[src/sv/llt_pkg.sv]
// Shared constants, types and character helpers of the lookahead lexer tokenizer.
package llt_pkg;

	// Longest token the buffer takes is MAX_TOKEN_LEN-1 characters.
	localparam int unsigned MAX_TOKEN_LEN = 32;
	localparam int unsigned LEN_W         = $clog2(MAX_TOKEN_LEN);
	localparam int unsigned RING_AW       = LEN_W + 1;
	localparam int unsigned RING_DEPTH    = 2 ** RING_AW;
	localparam int unsigned FIFO_DEPTH    = 4;
	localparam int unsigned FIFO_AW       = $clog2(FIFO_DEPTH);

	localparam int unsigned TYPE_W   = 5;
	localparam int unsigned NWORDS   = 23;
	localparam int unsigned WORD_MAX = 6;

	localparam logic [TYPE_W-1:0] T_INTEGER = 5'd23;
	localparam logic [TYPE_W-1:0] T_NAME    = 5'd24;
	localparam logic [TYPE_W-1:0] T_UNKNOWN = 5'd25;

	localparam logic [7:0] CH_EQ = "=";
	localparam logic [7:0] CH_US = "_";

	// Fixed spellings, right-aligned in 48 bits; the index is the token type.
	localparam logic [WORD_MAX*8-1:0] WORD_TEXT [NWORDS] = '{
		"(", ")", "{", "}", "[", "]", ";", ",",
		"exit", "fn", "return", "if", "else", "int", "float", "char",
		"+", "-", "*", "/", " ", "=", "=="
	};
	localparam logic [2:0] WORD_LEN [NWORDS] = '{
		3'd1, 3'd1, 3'd1, 3'd1, 3'd1, 3'd1, 3'd1, 3'd1,
		3'd4, 3'd2, 3'd6, 3'd2, 3'd4, 3'd3, 3'd5, 3'd4,
		3'd1, 3'd1, 3'd1, 3'd1, 3'd1, 3'd1, 3'd2
	};

	typedef enum logic [1:0] {
		ERR_NONE             = 2'd0,
		ERR_UNDERSCORE       = 2'd1,
		ERR_LETTER_AFTER_NUM = 2'd2,
		ERR_TOO_LONG         = 2'd3
	} llt_err_t;

	// One closed token (or one error) handed from the front to the back.
	typedef struct packed {
		llt_err_t          err;
		logic [TYPE_W-1:0] ttype;
		logic [LEN_W-1:0]  len;
	} llt_desc_t;

	typedef struct packed {
		logic      push;
		llt_desc_t desc;
	} llt_push_t;

	typedef struct packed {
		logic               we;
		logic [RING_AW-1:0] addr;
		logic [7:0]         data;
	} llt_wr_t;

	typedef struct packed {
		logic               re;
		logic [RING_AW-1:0] addr;
	} llt_rd_t;

	function automatic logic is_letter(input logic [7:0] c);
		return (c >= "A" && c <= "Z") || (c >= "a" && c <= "z");
	endfunction

	function automatic logic is_decimal(input logic [7:0] c);
		return c >= "0" && c <= "9";
	endfunction

	function automatic logic is_sym(input logic [7:0] c);
		logic hit;
		case (c) inside
			"(", ")", "{", "}", "[", "]", ";", ",", "+", "-", "*", "/", " ": hit = 1'b1;
			default: hit = 1'b0;
		endcase
		return hit;
	endfunction

	// True when word k is long enough to have a character at pos and that character is c.
	function automatic logic word_char_ok(input int unsigned k, input logic [LEN_W-1:0] pos,
			input logic [7:0] c);
		logic [2:0] l;
		logic [2:0] sel;
		logic       ok;
		l = WORD_LEN[k];
		if (pos >= LEN_W'(l)) begin
			ok = 1'b0;
		end else begin
			sel = l - 3'd1 - pos[2:0];
			ok  = WORD_TEXT[k][{sel, 3'b000} +: 8] == c;
		end
		return ok;
	endfunction

endpackage

[src/sv/llt_if.sv]
// Handshake channels of the tokenizer: source characters in, token characters out.
interface llt_char_if;
	logic       valid;
	logic       ready;
	logic [7:0] current_char;
	logic [7:0] next_char;
	logic       next_is_end;

	modport source (output valid, current_char, next_char, next_is_end, input ready);
	modport sink (input valid, current_char, next_char, next_is_end, output ready);
endinterface

interface llt_token_if;
	logic       valid;
	logic       ready;
	logic [7:0] token_char;
	logic [4:0] token_type;
	logic       last_of_token;
	logic [1:0] error_code;

	modport source (output valid, token_char, token_type, last_of_token, error_code, input ready);
	modport sink (input valid, token_char, token_type, last_of_token, error_code, output ready);
endinterface

[src/sv/llt_ram.sv]
// Generic simple dual-port RAM with registered read data.
module llt_ram #(
	parameter int unsigned WIDTH = 8,
	parameter int unsigned DEPTH = 64
) (
	input  logic                     clk,
	input  logic                     we,
	input  logic [$clog2(DEPTH)-1:0] waddr,
	input  logic [WIDTH-1:0]         wdata,
	input  logic                     re,
	input  logic [$clog2(DEPTH)-1:0] raddr,
	output logic [WIDTH-1:0]         rdata
);

	logic [WIDTH-1:0] mem_q [DEPTH];

	always_ff @(posedge clk) begin
		if (we) begin
			mem_q[waddr] <= wdata;
		end
		if (re) begin
			rdata <= mem_q[raddr];
		end
	end

endmodule

[src/sv/llt_front.sv]
// Front part: takes characters, appends them to the ring, closes and classifies tokens.
module llt_front
	import llt_pkg::*;
(
	input  logic                 clk,
	input  logic                 arst_n,
	llt_char_if.sink             char_in,
	input  logic                 fifo_full,
	input  logic [RING_AW:0]     rd_ptr,
	output llt_push_t            push,
	output llt_wr_t              ram_wr
);

	logic [LEN_W-1:0]   len_q;
	logic [RING_AW:0]   wr_q;
	logic [RING_AW:0]   start_q;
	logic               stopped_q;
	logic               first_letter_q;
	logic               first_digit_q;
	logic [NWORDS-1:0]  match_q;

	logic               acc;
	logic [7:0]         c;
	logic [7:0]         n;
	logic               eoi;
	logic               n_eq, n_us, n_dig, n_aln;
	logic               app;
	logic               cls;
	llt_err_t           err;
	logic [LEN_W-1:0]   len_new;
	logic               emit;
	logic               first_letter_new;
	logic               first_digit_new;
	logic [NWORDS-1:0]  match_new;
	logic [TYPE_W-1:0]  ttype;
	logic [RING_AW:0]   wr_next;
	logic [RING_AW:0]   used;

	assign used          = wr_q - rd_ptr;
	assign char_in.ready = stopped_q || (!fifo_full && !used[RING_AW]);
	assign acc           = char_in.valid && char_in.ready;

	assign c     = char_in.current_char;
	assign n     = char_in.next_char;
	assign eoi   = char_in.next_is_end;
	assign n_eq  = !eoi && n == CH_EQ;
	assign n_us  = !eoi && n == CH_US;
	assign n_dig = !eoi && is_decimal(n);
	assign n_aln = !eoi && (is_decimal(n) || is_letter(n));

	always_comb begin
		app = 1'b0;
		cls = 1'b0;
		err = ERR_NONE;
		if (is_sym(c)) begin
			app = 1'b1;
			cls = 1'b1;
		end else if (c == CH_EQ) begin
			app = 1'b1;
			cls = (len_q != '0) || !n_eq;
		end else if (c == CH_US) begin
			if (len_q == '0) begin
				err = ERR_UNDERSCORE;
			end else if (first_letter_q) begin
				app = 1'b1;
				cls = !n_aln && !n_us;
			end else if (first_digit_q) begin
				// Digit separators are dropped from integers.
				cls = !n_dig && !n_us;
			end
		end else if (is_letter(c)) begin
			if (len_q != '0 && !first_letter_q) begin
				err = ERR_LETTER_AFTER_NUM;
			end else begin
				app = 1'b1;
				cls = !n_aln && !n_us;
			end
		end else if (is_decimal(c)) begin
			app = 1'b1;
			if (len_q == '0 || first_digit_q) begin
				cls = !n_dig && !n_us;
			end else if (first_letter_q) begin
				cls = !n_aln && !n_us;
			end
		end

		len_new = len_q + LEN_W'(app);
		if (err == ERR_NONE && !cls && len_new == LEN_W'(MAX_TOKEN_LEN - 1)) begin
			err = ERR_TOO_LONG;
		end
		emit = (err == ERR_NONE) && (cls || eoi) && (len_new != '0);
	end

	assign first_letter_new = (len_q == '0) ? is_letter(c) : first_letter_q;
	assign first_digit_new  = (len_q == '0) ? is_decimal(c) : first_digit_q;

	// Each spelling is tracked one character at a time as the token grows.
	always_comb begin
		for (int unsigned k = 0; k < NWORDS; k++) begin
			match_new[k] = (len_q == '0) || match_q[k];
			if (app) begin
				match_new[k] = match_new[k] && word_char_ok(k, len_q, c);
			end
		end
	end

	always_comb begin
		if (first_digit_new) begin
			ttype = T_INTEGER;
		end else if (first_letter_new) begin
			ttype = T_NAME;
		end else begin
			ttype = T_UNKNOWN;
		end
		for (int k = NWORDS - 1; k >= 0; k--) begin
			if (match_new[k] && LEN_W'(WORD_LEN[k]) == len_new) begin
				ttype = TYPE_W'(k);
			end
		end
	end

	assign wr_next = wr_q + (RING_AW + 1)'(app);

	always_comb begin
		push.push       = acc && !stopped_q && (err != ERR_NONE || emit);
		push.desc.err   = err;
		push.desc.ttype = (err != ERR_NONE) ? T_UNKNOWN : ttype;
		push.desc.len   = len_new;
		ram_wr.we       = acc && !stopped_q && app && err == ERR_NONE;
		ram_wr.addr     = wr_q[RING_AW-1:0];
		ram_wr.data     = c;
	end

	always_ff @(posedge clk or negedge arst_n) begin
		if (!arst_n) begin
			len_q          <= '0;
			wr_q           <= '0;
			start_q        <= '0;
			stopped_q      <= 1'b0;
			first_letter_q <= 1'b0;
			first_digit_q  <= 1'b0;
			match_q        <= '0;
		end else if (acc && !stopped_q) begin
			first_letter_q <= first_letter_new;
			first_digit_q  <= first_digit_new;
			match_q        <= match_new;
			if (err != ERR_NONE) begin
				// Drop the open token and stop until reset.
				stopped_q <= 1'b1;
				len_q     <= '0;
				wr_q      <= start_q;
			end else if (emit) begin
				len_q   <= '0;
				wr_q    <= wr_next;
				start_q <= wr_next;
			end else begin
				len_q <= len_new;
				wr_q  <= wr_next;
			end
		end
	end

endmodule

[src/sv/llt_fifo.sv]
// Short queue of closed-token descriptors between the front and the back.
module llt_fifo
	import llt_pkg::*;
(
	input  logic      clk,
	input  logic      arst_n,
	input  llt_push_t push,
	input  logic      pop,
	output logic      full,
	output logic      empty,
	output llt_desc_t head
);

	llt_desc_t          entry_q [FIFO_DEPTH];
	logic [FIFO_AW-1:0] wr_q;
	logic [FIFO_AW-1:0] rd_q;
	logic [FIFO_AW:0]   cnt_q;

	assign full  = cnt_q == (FIFO_AW + 1)'(FIFO_DEPTH);
	assign empty = cnt_q == '0;
	assign head  = entry_q[rd_q];

	always_ff @(posedge clk) begin
		if (push.push) begin
			entry_q[wr_q] <= push.desc;
		end
	end

	always_ff @(posedge clk or negedge arst_n) begin
		if (!arst_n) begin
			wr_q  <= '0;
			rd_q  <= '0;
			cnt_q <= '0;
		end else begin
			if (push.push) begin
				wr_q <= wr_q + FIFO_AW'(1);
			end
			if (pop) begin
				rd_q <= rd_q + FIFO_AW'(1);
			end
			cnt_q <= cnt_q + (FIFO_AW + 1)'(push.push) - (FIFO_AW + 1)'(pop);
		end
	end

endmodule

[src/sv/llt_back.sv]
// Back part: walks queued tokens through the ring and emits one character per beat.
module llt_back
	import llt_pkg::*;
(
	input  logic             clk,
	input  logic             arst_n,
	input  logic             fifo_empty,
	input  llt_desc_t        fifo_head,
	output logic             fifo_pop,
	output logic [RING_AW:0] rd_ptr,
	output llt_rd_t          ram_rd,
	input  logic [7:0]       ram_rdata,
	llt_token_if.source      token_out
);

	logic                out_valid_q;
	logic [TYPE_W-1:0]   ttype_q;
	logic                last_q;
	llt_err_t            err_q;
	logic [RING_AW:0]    rd_q;
	logic [LEN_W-1:0]    idx_q;

	logic                adv;
	logic                head_err;
	logic                last_char;

	assign head_err  = fifo_head.err != ERR_NONE;
	assign adv       = (!out_valid_q || token_out.ready) && !fifo_empty;
	assign last_char = (idx_q + LEN_W'(1)) == fifo_head.len;
	assign fifo_pop  = adv && (head_err || last_char);
	assign rd_ptr    = rd_q;

	always_comb begin
		ram_rd.re   = adv && !head_err;
		ram_rd.addr = rd_q[RING_AW-1:0];
	end

	// The RAM read register serves as the character part of the output register.
	assign token_out.valid         = out_valid_q;
	assign token_out.token_char    = (err_q != ERR_NONE) ? 8'h00 : ram_rdata;
	assign token_out.token_type    = ttype_q;
	assign token_out.last_of_token = last_q;
	assign token_out.error_code    = err_q;

	always_ff @(posedge clk) begin
		if (adv) begin
			ttype_q <= fifo_head.ttype;
			last_q  <= head_err || last_char;
			err_q   <= fifo_head.err;
		end
	end

	always_ff @(posedge clk or negedge arst_n) begin
		if (!arst_n) begin
			out_valid_q <= 1'b0;
			rd_q        <= '0;
			idx_q       <= '0;
		end else if (adv) begin
			out_valid_q <= 1'b1;
			if (!head_err) begin
				rd_q <= rd_q + (RING_AW + 1)'(1);
			end
			idx_q <= fifo_pop ? '0 : idx_q + LEN_W'(1);
		end else if (token_out.ready) begin
			out_valid_q <= 1'b0;
		end
	end

endmodule

[src/sv/lookahead_lexer_tokenizer.sv]
// Top level of the lookahead lexer tokenizer: front, descriptor queue, character ring, back.
//
// The block takes one source character per beat together with its lookahead and returns
// each finished token as a run of beats, one per character, all carrying the token type
// and with last_of_token set on the final character. The front takes a character in every
// cycle while there is room: each character is written into a 64-entry character ring
// and a token's type is worked out as it grows, by tracking which fixed spellings still
// agree with it. When the lookahead cannot extend a token, or the input ends, the front
// places a descriptor (type and length) into a four-entry queue and goes on with the next
// token at once. The back reads the ring one entry per cycle while a descriptor waits and
// the output side takes a beat every cycle, and goes on to the next token without a gap;
// the sustained rate is one character in and one out per cycle, set by the single read
// port of the ring. The front holds off input when the ring or the descriptor queue is
// full. A leading underscore, a letter after a number, or a token reaching 31 characters
// without being closed by the lookahead gives one error beat (character zero, type unknown,
// last_of_token set, the error code); the open token is dropped, tokens closed before it
// are still delivered, and from then on every input beat is taken and ignored until reset.
module lookahead_lexer_tokenizer
	import llt_pkg::*;
(
	input  logic        clk,
	input  logic        arst_n,
	llt_char_if.sink    char_in,
	llt_token_if.source token_out
);

	llt_push_t        push;
	llt_wr_t          ram_wr;
	llt_rd_t          ram_rd;
	logic [7:0]       ram_rdata;
	logic             fifo_full;
	logic             fifo_empty;
	logic             fifo_pop;
	llt_desc_t        fifo_head;
	logic [RING_AW:0] rd_ptr;

	// Front classifies characters and commits whole tokens.
	llt_front u_front (
		.clk       (clk),
		.arst_n    (arst_n),
		.char_in   (char_in),
		.fifo_full (fifo_full),
		.rd_ptr    (rd_ptr),
		.push      (push),
		.ram_wr    (ram_wr)
	);

	// Token descriptors wait here so that each side can stall on its own.
	llt_fifo u_fifo (
		.clk    (clk),
		.arst_n (arst_n),
		.push   (push),
		.pop    (fifo_pop),
		.full   (fifo_full),
		.empty  (fifo_empty),
		.head   (fifo_head)
	);

	// Character ring: the front writes in order, the back reads committed tokens in order.
	llt_ram #(
		.WIDTH (8),
		.DEPTH (RING_DEPTH)
	) u_ring (
		.clk   (clk),
		.we    (ram_wr.we),
		.waddr (ram_wr.addr),
		.wdata (ram_wr.data),
		.re    (ram_rd.re),
		.raddr (ram_rd.addr),
		.rdata (ram_rdata)
	);

	// Back emits the beats of each token.
	llt_back u_back (
		.clk        (clk),
		.arst_n     (arst_n),
		.fifo_empty (fifo_empty),
		.fifo_head  (fifo_head),
		.fifo_pop   (fifo_pop),
		.rd_ptr     (rd_ptr),
		.ram_rd     (ram_rd),
		.ram_rdata  (ram_rdata),
		.token_out  (token_out)
	);

endmodule
[src/flat_wrapper.sv]
// flat-port wrapper written by rule: the top's interface ports become plain ports
module lookahead_lexer_tokenizer_flat import llt_pkg::*;
  (clk, arst_n, char_in_valid, char_in_current_char, char_in_next_char, char_in_next_is_end, char_in_ready, token_out_valid, token_out_token_char, token_out_token_type, token_out_last_of_token, token_out_error_code, token_out_ready);
  llt_char_if char_in_i ();
  llt_token_if token_out_i ();
  input  logic clk;
  input  logic arst_n;
  input wire logic [$bits(char_in_i.valid)-1:0] char_in_valid;
  input wire logic [$bits(char_in_i.current_char)-1:0] char_in_current_char;
  input wire logic [$bits(char_in_i.next_char)-1:0] char_in_next_char;
  input wire logic [$bits(char_in_i.next_is_end)-1:0] char_in_next_is_end;
  output wire logic [$bits(char_in_i.ready)-1:0] char_in_ready;
  output wire logic [$bits(token_out_i.valid)-1:0] token_out_valid;
  output wire logic [$bits(token_out_i.token_char)-1:0] token_out_token_char;
  output wire logic [$bits(token_out_i.token_type)-1:0] token_out_token_type;
  output wire logic [$bits(token_out_i.last_of_token)-1:0] token_out_last_of_token;
  output wire logic [$bits(token_out_i.error_code)-1:0] token_out_error_code;
  input wire logic [$bits(token_out_i.ready)-1:0] token_out_ready;
  assign char_in_i.valid = char_in_valid;
  assign char_in_i.current_char = char_in_current_char;
  assign char_in_i.next_char = char_in_next_char;
  assign char_in_i.next_is_end = char_in_next_is_end;
  assign char_in_ready = char_in_i.ready;
  assign token_out_valid = token_out_i.valid;
  assign token_out_token_char = token_out_i.token_char;
  assign token_out_token_type = token_out_i.token_type;
  assign token_out_last_of_token = token_out_i.last_of_token;
  assign token_out_error_code = token_out_i.error_code;
  assign token_out_i.ready = token_out_ready;
  lookahead_lexer_tokenizer u_core (.clk(clk), .arst_n(arst_n), .char_in(char_in_i), .token_out(token_out_i));
endmodule
[config.mk]
export PLATFORM = sky130hd
export DESIGN_NAME = lookahead_lexer_tokenizer_flat
export DESIGN_NICKNAME = d
export VERILOG_FILES = /design/src/sv/llt_pkg.sv /design/src/sv/llt_if.sv /design/src/sv/llt_ram.sv /design/src/sv/llt_front.sv /design/src/sv/llt_fifo.sv /design/src/sv/llt_back.sv /design/src/sv/lookahead_lexer_tokenizer.sv /design/src/flat_wrapper.sv
export SDC_FILE = /design/constraint.sdc
export NUM_CORES = 1
export LEC_CHECK = 0
export ABC_AREA = 1
export BUFFER_PORTS_ARGS = -buffer_cell sky130_fd_sc_hd__buf_4
export CAP_MARGIN = 20
export CORE_ASPECT_RATIO = 1.5
export CORE_UTILIZATION = 63
export DETAILED_ROUTE_END_ITERATION = 8
export HOLD_SLACK_MARGIN = 0.05
export PLACE_DENSITY = 0.82
export SYNTH_ARGS = -nofsm -noshare
export SYNTH_HDL_FRONTEND = slang
export SYNTH_SLANG_ARGS = --single-unit
[constraint.sdc]
create_clock -name clk -period 6.84 [get_ports clk]
set_clock_uncertainty 0.2 [all_clocks]
set_input_delay 1.026 -clock clk [delete_from_list [all_inputs] [get_ports clk]]
set_output_delay 1.026 -clock clk [all_outputs]
set_load 0.05 [all_outputs]
==> results of run 1 <==
[metrics by stage]
stage | worst slack (ns) | cells
6_report | 1.284 | 3040
5_1_grt | 0.8847 | 3040
4_1_cts | 1.358 | 3037
3_5_place_dp | 1.144 | 2938
3_3_place_gp | 1.228 | 2938
2_1_floorplan | 1.823 | 2425
[flip-flops by register name, indices dropped and copies added, names as in the netlist]
register	count
u_core.u_front.first_letter_q	1
u_core.u_back.token_out.last_of_token	1
u_core.u_front.start_q	7
u_core.u_fifo.rd_q	2
u_core.u_back.token_out.error_code	2
u_core.u_ring.rdata	8
u_core.u_front.first_digit_q	1
u_core.u_back.rd_ptr	7
u_core.u_front.len_q	5
u_core.u_back.token_out.token_type	5
u_core.u_fifo.cnt_q	3
u_core.u_ring.mem_q	512
u_core.u_front.match_q	23
u_core.u_back.token_out.valid	1
u_core.u_front.wr_q	7
u_core.u_front.stopped_q	1
u_core.u_fifo.wr_q	2
u_core.u_back.idx_q	5
u_core.u_fifo.entry_q	48
[final timing paths]
check / slack, ns / endpoint / startpoint / depth (start not counted)
setup / recovery: 1.28 / u_core.u_ring.mem_q[63][4] / u_core.u_front.len_q[1] / 21
hold / removal: 0.28 / u_core.u_front.match_q[7] / u_core.u_front.match_q[7] / 2
setup reg to reg: 1.28 / u_core.u_ring.mem_q[63][4] / u_core.u_front.len_q[1] / 21
hold reg to reg: 0.28 / u_core.u_front.match_q[7] / u_core.u_front.match_q[7] / 2
max in group asynchronous: 5.43 / u_core.u_back.rd_ptr[0] / arst_n / 1
min in group asynchronous: 0.33 / u_core.u_back.token_out.valid / arst_n / 1
[routing by layer]
metal  track usage (%)  share of wire [%]  vias up
li1                  -                  -     8751
met1             37.10                 33     9464
met4             26.46                8.8        0
met3             4.152                7.8      293
met5                 0                  0        -
met2             56.53                 50     1222
[worst max-delay path, cell delays in order (launching register included)]
cell,delay (ns)
sky130_fd_sc_hd__dfrtp_1,0.66
sky130_fd_sc_hd__inv_1,0.32
sky130_fd_sc_hd__ha_1,0.41
sky130_fd_sc_hd__nand3_2,0.24
sky130_fd_sc_hd__nand2_2,0.12
sky130_fd_sc_hd__nand3_1,0.10
sky130_fd_sc_hd__nand2_1,0.06
sky130_fd_sc_hd__nor2_1,0.12
sky130_fd_sc_hd__nand2_2,0.07
sky130_fd_sc_hd__ha_1,0.23
sky130_fd_sc_hd__ha_1,0.41
sky130_fd_sc_hd__inv_1,0.21
sky130_fd_sc_hd__nor4_1,0.08
sky130_fd_sc_hd__nand3_1,0.12
sky130_fd_sc_hd__o21ai_2,0.13
sky130_fd_sc_hd__nor2_4,0.20
sky130_fd_sc_hd__nand2_4,0.09
sky130_fd_sc_hd__nor2_2,0.12
sky130_fd_sc_hd__inv_2,0.10
sky130_fd_sc_hd__nor2_8,0.16
sky130_fd_sc_hd__nand2_2,0.28
sky130_fd_sc_hd__nor2_1,0.72
[layout by cell type, fill, tap and decap left out, types with 6 or more instances in the layout]
cell type,Yosys,layout
sky130_fd_sc_hd__a21oi_1,43,43
sky130_fd_sc_hd__a221o_1,6,6
sky130_fd_sc_hd__a31oi_1,19,19
sky130_fd_sc_hd__buf_4,1,70
sky130_fd_sc_hd__bufinv_16,0,7
sky130_fd_sc_hd__clkbuf_1,117,11
sky130_fd_sc_hd__clkbuf_16,0,56
sky130_fd_sc_hd__clkinv_1,5,16
sky130_fd_sc_hd__clkinv_2,0,9
sky130_fd_sc_hd__dfrtp_1,65,63
sky130_fd_sc_hd__edfxtp_1,576,576
sky130_fd_sc_hd__ha_1,30,30
sky130_fd_sc_hd__inv_1,96,94
sky130_fd_sc_hd__inv_2,12,13
sky130_fd_sc_hd__nand2_1,281,281
sky130_fd_sc_hd__nand2_2,8,8
sky130_fd_sc_hd__nand3_1,65,65
sky130_fd_sc_hd__nand3_4,6,6
sky130_fd_sc_hd__nand4_1,20,20
sky130_fd_sc_hd__nor2_1,427,426
sky130_fd_sc_hd__nor2_4,7,7
sky130_fd_sc_hd__nor3_1,15,14
sky130_fd_sc_hd__o211ai_1,22,22
sky130_fd_sc_hd__o21ai_0,335,335
sky130_fd_sc_hd__o221ai_1,49,49
sky130_fd_sc_hd__o22ai_1,96,96
sky130_fd_sc_hd__xor2_1,37,37
[final cells by class]
type | instances | area (sq um) | area share, %
inverters | 114 | 435.4 | 1.428
flip-flops and latches | 641 | 18930 | 62.08
clock buffers | 67 | 1443 | 4.732
well taps | 576 | 720.7 | 2.364
diodes | 1 | 2.502 | 0.008207
multi-input cells | 1537 | 8040 | 26.37
repair buffers | 72 | 564.3 | 1.851
clock inverters | 32 | 355.3 | 1.165
[logic make-up (layout without fill, tap and decap cells)]
group                    Yosys count  count (layout)  synth area share (%)
XOR/XNOR                          42              42                 1.410
AND/OR/NAND/NOR                  859             859                 13.22
other                              0               1                     0
buffers and inverters            247             285                 3.576
adder cells (fa/ha/maj)           31              31                 1.414
flip-flops                       641             641                 67.69
AO/OA/AOI/OAI                    605             605                 12.69
[power by group]
group | switching [W] | total, W | internal, W
Clock | 0.00138 | 0.00314 | 0.00176
Sequential | 0.000164 | 0.00457 | 0.00440
Combinational | 0.00248 | 0.00340 | 0.000917
Total | 0.00402 | 0.0111 | 0.00708
==> implementation parameters, run 1 <==
Parameter                              Value

Logic synthesis
  Post-synthesis cell count ... 2425
  Synth cell types ... 62
  Net Count, Synth ... 2477
  Cell types with the highest counts after synthesis ... sky130_fd_sc_hd__edfxtp_1, sky130_fd_sc_hd__nor2_1, sky130_fd_sc_hd__o21ai_0
  Library cell with the largest summed area after synthesis ... sky130_fd_sc_hd__edfxtp_1
  Most instantiated library cell after synthesis ... sky130_fd_sc_hd__edfxtp_1
  Most used flip-flop cell after synthesis ... sky130_fd_sc_hd__edfxtp_1
  Post-synthesis instance area ... 27960 sq um
  Post-Syn Area per Cell ... 11.53 sq um
  Post-synth ARST share ... 10.14%
  Number of storage elements in the synthesis netlist ... 641
  Top cells by area in the synthesized netlist ... sky130_fd_sc_hd__edfxtp_1, sky130_fd_sc_hd__o21ai_0, sky130_fd_sc_hd__dfrtp_1
  Number of warnings printed during yosys synthesis ... 0
  Sequential-to-total area share from yosys stat ... 67.69%
  Count of flip-flops with a built-in enable after synthesis ... 576
  Share of the synthesized area in the top cell type ... 61.87%

Critical path
  Worst Setup End Kind ... register
  Category of the critical setup timing path ... reg -> reg
  Critical Path Source Type ... register
  Data arrival time of the worst path ... 5.56 ns
  Worst endpoint required time ... 6.85 ns
  Critical-path maximum fanout ... 12

Placement
  Final GP Congestion ... 0.9469
  Total placed instance area ... 28650 sq um
  Port buffer count ... 38
  Detailed-placement wirelength estimate ... 47010 um

Floorplanning
  Starting utilization of the core area ... 63.72%
  Die width ... 174.0 um
  Number of ports placed on the die boundary ... 39
  Die outline height ... 260.0 um
  Die Footprint ... 45240 sq um
  Placeable core region ... 43870 sq um
  Number of rows created at floorplan ... 94

Clock tree
  TritonCTS clock tree ... built
  Number of buffers inserted by hold repair at cts ... 0
  Count of cells resized by post-cts repair ... 0
  Buffer depth of the longest clock path ... 3
  Clock sink count ... 641
  Clock Root Buffer ... sky130_fd_sc_hd__clkbuf_16
  Total clock buffers created by CTS ... 54
  H-tree levels ... 2
  Clock slew at reported path FFs ... 0.06 ns
  Worst-skew pair later-pin latency ... 0.60 ns
  Number of buffers added for setup after CTS ... 0

Global route
  Overflow left after global routing ... 0
  Overall global routing resource usage ... 32.89%
  Via count of the first global-routing pass ... 19220
  Antenna violations before repair ... 1
  Global-route wire length before repair ... 110900 um
  Pin count of the biggest net entering global routing ... 156

STA
  Max Transition Viols Final ... 0
  Final critical delay including setup and external delays ... 5.556 ns
  Transition time at the pin with the least slew margin ... 1.093 ns
  Final total negative setup slack ... 0 ns
  Maximum clock frequency ... 180.0 MHz
  Setup repair after global routing missed its margin ... false
  Total setup violations reported at the end of the flow ... 0
  Post-Route Hold Slack ... 0.2806 ns
  Slew headroom ... 27.12%
  Final Cycle Share ... 81.22%
  Final count of hold timing violations ... 0

Routing
  Number of violations reported at the end of detailed-routing iteration 0 ... 2356
  Post-detailed-route via-to-cell ratio ... 6.490
  # DRC ... 0
  Total number of vias ... 19730
  Routed Antenna Nets ... 0
  Detail-routed net length per standard cell ... 24.50 um
  Total Routed Length ... 74480 um
  Number of search-and-repair iterations in the first detailed-routing pass ... 6

Final layout
  Fin area ... 30490 sq um
  Post-synthesis to final-layout area growth ... 9.063%
  Filler cell count in the final layout ... 2918
  Number of nets in the finished design ... 2472
  Final Util ... 69.50%
  Fraction of final layout cells with drive strength greater than 1 ... 8.729%

Run
  Number of maximum-capacitance violations ... 0

Outcome
  Outcome ... finished, final reports clean

Pwr
  Cell leakage power ... 10.54 nW
  Tot Pwr ... 0.01110 W
  Worst IR Drop VDD ... 0.3379 mV
  Cell Pwr Density ... 364.2 nW/um^2

Min path
  Classification of the worst-slack hold path ... reg -> reg
Note: power is estimated with default switching activity, not from simulation.
==> run 2: changes to the inputs <==
==> constraint.sdc (replaced) <==
create_clock -name clk -period 5.6 [get_ports clk]
set_clock_uncertainty 0.2 [all_clocks]
set_input_delay 0.84 -clock clk [delete_from_list [all_inputs] [get_ports clk]]
set_output_delay 0.84 -clock clk [all_outputs]
set_load 0.05 [all_outputs]
==> run 2 against run 1 <==
Sequential power increased by 20%. Setup slack got worse by 0.85 ns. Sequential cell count unchanged. First-iteration DRC count increased by 12%. Cell area increased by 0.26%.
==> implementation parameters, run 2 (same netlist as run 1, synthesis figures left out) <==
Parameter                              Value

STA
  Max Transition Viols Final ... 0 (unchanged)
  Final count of hold timing violations ... 0 (unchanged)
  Final critical delay including setup and external delays ... 5.170 ns (-0.3856 ns)
  Transition time at the pin with the least slew margin ... 1.109 ns (+0.01545 ns)
  Final WS setup ... 0.4300 ns (-0.8544 ns)
  Final Cycle Share ... 92.32% (+11 points)
  Maximum clock frequency ... 193.4 MHz (+7.5%)
  Total setup violations reported at the end of the flow ... 0 (unchanged)
  Setup repair after global routing missed its margin ... false
  Slew headroom ... 26.01% (-1.1 points)
  Final total negative setup slack ... 0 ns (unchanged)

Routing
  Number of violations reported at the end of detailed-routing iteration 0 ... 2628 (+12%)
  Total number of vias ... 19920 (+0.98%)
  Total Routed Length ... 75210 um (+0.99%)
  Routed Antenna Nets ... 0 (unchanged)
  Detail-routed net length per standard cell ... 24.59 um (+0.36%)
  Post-detailed-route via-to-cell ratio ... 6.513 (+0.36%)
  Number of search-and-repair iterations in the first detailed-routing pass ... 6 (unchanged)
  # DRC ... 0 (unchanged)

Placement
  Detailed-placement wirelength estimate ... 48330 um (+2.8%)
  Pre-CTS setup slack ... 0.3569 ns (-0.7871 ns)
  Total placed instance area ... 28760 sq um (+0.37%)
  Final GP Congestion ... 0.9779 (+3.3%)
  Port buffer count ... 38 (unchanged)

Clock tree
  Clock Root Buffer ... sky130_fd_sc_hd__clkbuf_16
  Total clock buffers created by CTS ... 54 (unchanged)
  Count of cells resized by post-cts repair ... 0 (unchanged)
  Worst-skew pair later-pin latency ... 0.60 ns (about the same)
  Number of buffers added for setup after CTS ... 0 (unchanged)
  Number of buffers inserted by hold repair at cts ... 0 (unchanged)
  TritonCTS clock tree ... built
  Clock sink count ... 641 (unchanged)
  H-tree levels ... 2 (unchanged)
  Buffer depth of the longest clock path ... 3 (unchanged)
  Clock slew at reported path FFs ... 0.07 ns (about the same)

Pwr
  Worst IR Drop VDD ... 0.3852 mV (+14%)
  Net switching power of the design ... 0.004868 W (+21%)
  Share of power burned in combinational logic ... 31.0% (+0.4 points)
  Sw Share ... 36.06% (-0.14 points)
  Relative contribution of sequential cells to total power ... 40.6% (-0.5 points)
  Cell Pwr Density ... 441.7 nW/um^2 (+21%)
  Proportion of power drawn by the clock network ... 28.4% (about the same)
  Cell leakage power ... 10.59 nW (+0.46%)
  P_int ... 0.008633 W (+22%)

Global route
  Overflow left after global routing ... 0 (unchanged)
  Global-route wire length before repair ... 112900 um (+1.8%)
  Pin count of the biggest net entering global routing ... 137 (-12%)
  Antenna violations before repair ... 4 (+3)
  Via count of the first global-routing pass ... 19630 (+2.1%)
  Overall global routing resource usage ... 33.42% (+0.53 points)

Critical path
  Slowest cell on the critical path ... sky130_fd_sc_hd__dfrtp_1
  Category of the critical setup timing path ... reg -> reg
  Worst endpoint required time ... 5.63 ns (-1.22 ns)
  Sequence of cells on the critical path ... clkinv_1, ha_1, nand2_1, nor2_1, o21ai_0, o211ai_1, xor2_1, o31ai_1, nand2_1, nand3_1, clkinv_1, nand2_4, nor2_2, inv_2, nor2_8, nand2_2, nor2_1
  Critical-path maximum fanout ... 15 (+3)
  Critical Path Source Type ... register
  Data arrival time of the worst path ... 5.20 ns (-0.36 ns)
  Largest incremental delay on the critical path ... 0.74 ns (+0.02 ns)
  Gate family responsible for the most delay along the worst path ... simple AND/OR/NAND/NOR gates
  Count of buffer and inverter cells on the critical path ... 3 (unchanged)
  Worst Setup End Kind ... register

Floorplanning
  Die width ... 174.0 um (unchanged)
  Number of rows created at floorplan ... 94 (unchanged)
  Starting utilization of the core area ... 63.72% (unchanged)
  Number of ports placed on the die boundary ... 39 (unchanged)
  Placeable core region ... 43870 sq um (unchanged)
  Die Footprint ... 45240 sq um (unchanged)
  Die outline height ... 260.0 um (unchanged)

Final layout
  Number of flip-flops under the largest register name ... 512 (unchanged)
  Fraction of final layout cells with drive strength greater than 1 ... 9.197% (+0.47 points)
  Post-synthesis to final-layout area growth ... 9.350%
  Number of nets in the finished design ... 2486 (+0.57%)
  Fin area ... 30570 sq um (+0.26%)
  Area of the multi-input gates ... 8040 sq um (unchanged)
  Commonest non-fill, non-tap cells in the layout ... sky130_fd_sc_hd__edfxtp_1, sky130_fd_sc_hd__nor2_1, sky130_fd_sc_hd__o21ai_0
  Filler cell count in the final layout ... 2921 (+0.10%)
  Registers with the most flip-flops ... u_core.u_ring.mem_q: 512 flops, u_core.u_fifo.entry_q: 48 flops, u_core.u_front.match_q: 23 flops
  Sequential cell area ... 18930 sq um (unchanged)
  Leading cell type in the layout, fill and taps excluded ... sky130_fd_sc_hd__edfxtp_1
  Register with the most flip-flops ... u_core.u_ring.mem_q

Outcome
  Outcome ... finished, final reports clean

Min path
  Classification of the worst-slack hold path ... in -> async

Run
  Number of maximum-capacitance violations ... 0 (unchanged)
==> run 2: cell types whose count changed in the layout (fill, tap and decap cells not counted) <==
cell                         previous run  this run
sky130_fd_sc_hd__inv_16                 0         1
sky130_fd_sc_hd__inv_6                  2         3
sky130_fd_sc_hd__buf_16                 1         0
sky130_fd_sc_hd__buf_6                  1         0
sky130_fd_sc_hd__clkinv_16              1         0
sky130_fd_sc_hd__diode_2                1         4
sky130_fd_sc_hd__inv_8                  0         1
sky130_fd_sc_hd__clkinv_2               9         6
sky130_fd_sc_hd__clkinvlp_4             2         4
sky130_fd_sc_hd__buf_4                 70        86
sky130_fd_sc_hd__clkbuf_16             56        55
sky130_fd_sc_hd__clkbuf_1              11        14
sky130_fd_sc_hd__clkinvlp_2             1         0
==> run 2: through the flow <==
| step | cells | power, W | utilization, % | hold WS (ns) |
|---|---|---|---|---|
| floorplan | 2425 | 0.008204 | - | 0.2344 |
| global route | 3058 | 0.01391 | 69.68 | 0.2145 |
| detailed placement | 2952 | 0.009631 | 65.55 | 0.2573 |
| CTS | 3053 | 0.01341 | 69.63 | 0.1714 |
| global placement | 2952 | 0.009470 | 65.55 | 0.2534 |
| finish | 3059 | 0.01350 | 69.68 | 0.1384 |
==> run 2: final cells by class <==
type	instances	share of cell area [%]
multi-input cells	1537	26.30
well taps	576	2.358
inverters	114	1.424
flip-flops and latches	641	61.92
repair buffers	86	2.112
clock buffers	69	4.674
clock inverters	32	1.179
diodes	4	0.03274
==> run 2: path summary, 6_finish.rpt <==
| path | start | end | slack, ns | cells past startpoint |
|---|---|---|---|---|
| max in group asynchronous | arst_n | u_core.u_back.rd_ptr[0] | 4.38 | 1 |
| min in group clk | token_out_ready | u_core.u_back.token_out.valid | 0.25 | 2 |
| min reg2reg | u_core.u_front.match_q[14] | u_core.u_front.match_q[14] | 0.28 | 2 |
| max | u_core.u_back.rd_ptr[4] | u_core.u_ring.mem_q[38][7] | 0.43 | 17 |
| max reg2reg | u_core.u_back.rd_ptr[4] | u_core.u_ring.mem_q[38][7] | 0.43 | 17 |
| min | arst_n | u_core.u_fifo.wr_q[1] | 0.14 | 1 |
==> run 2: power by group through the flow <==
stage	logic (W)	clock network, W	registers (W)
6_report	0.00419	0.00383	0.00548
5_1_grt	0.00442	0.00400	0.00549
3_3_place_gp	0.00390	0	0.00557
4_1_cts	0.00409	0.00384	0.00548
2_1_floorplan	0.00256	0	0.00565
3_5_place_dp	0.00405	0	0.00558
==> run 2: routing by layer <==
layer,share of wire [%],up-vias,track usage [%]
li1,-,8779,-
met3,7.9,294,4.576
met5,0.017,-,0
met2,51,1237,58.59
met4,8.4,2,25.39
met1,33,9612,37.03
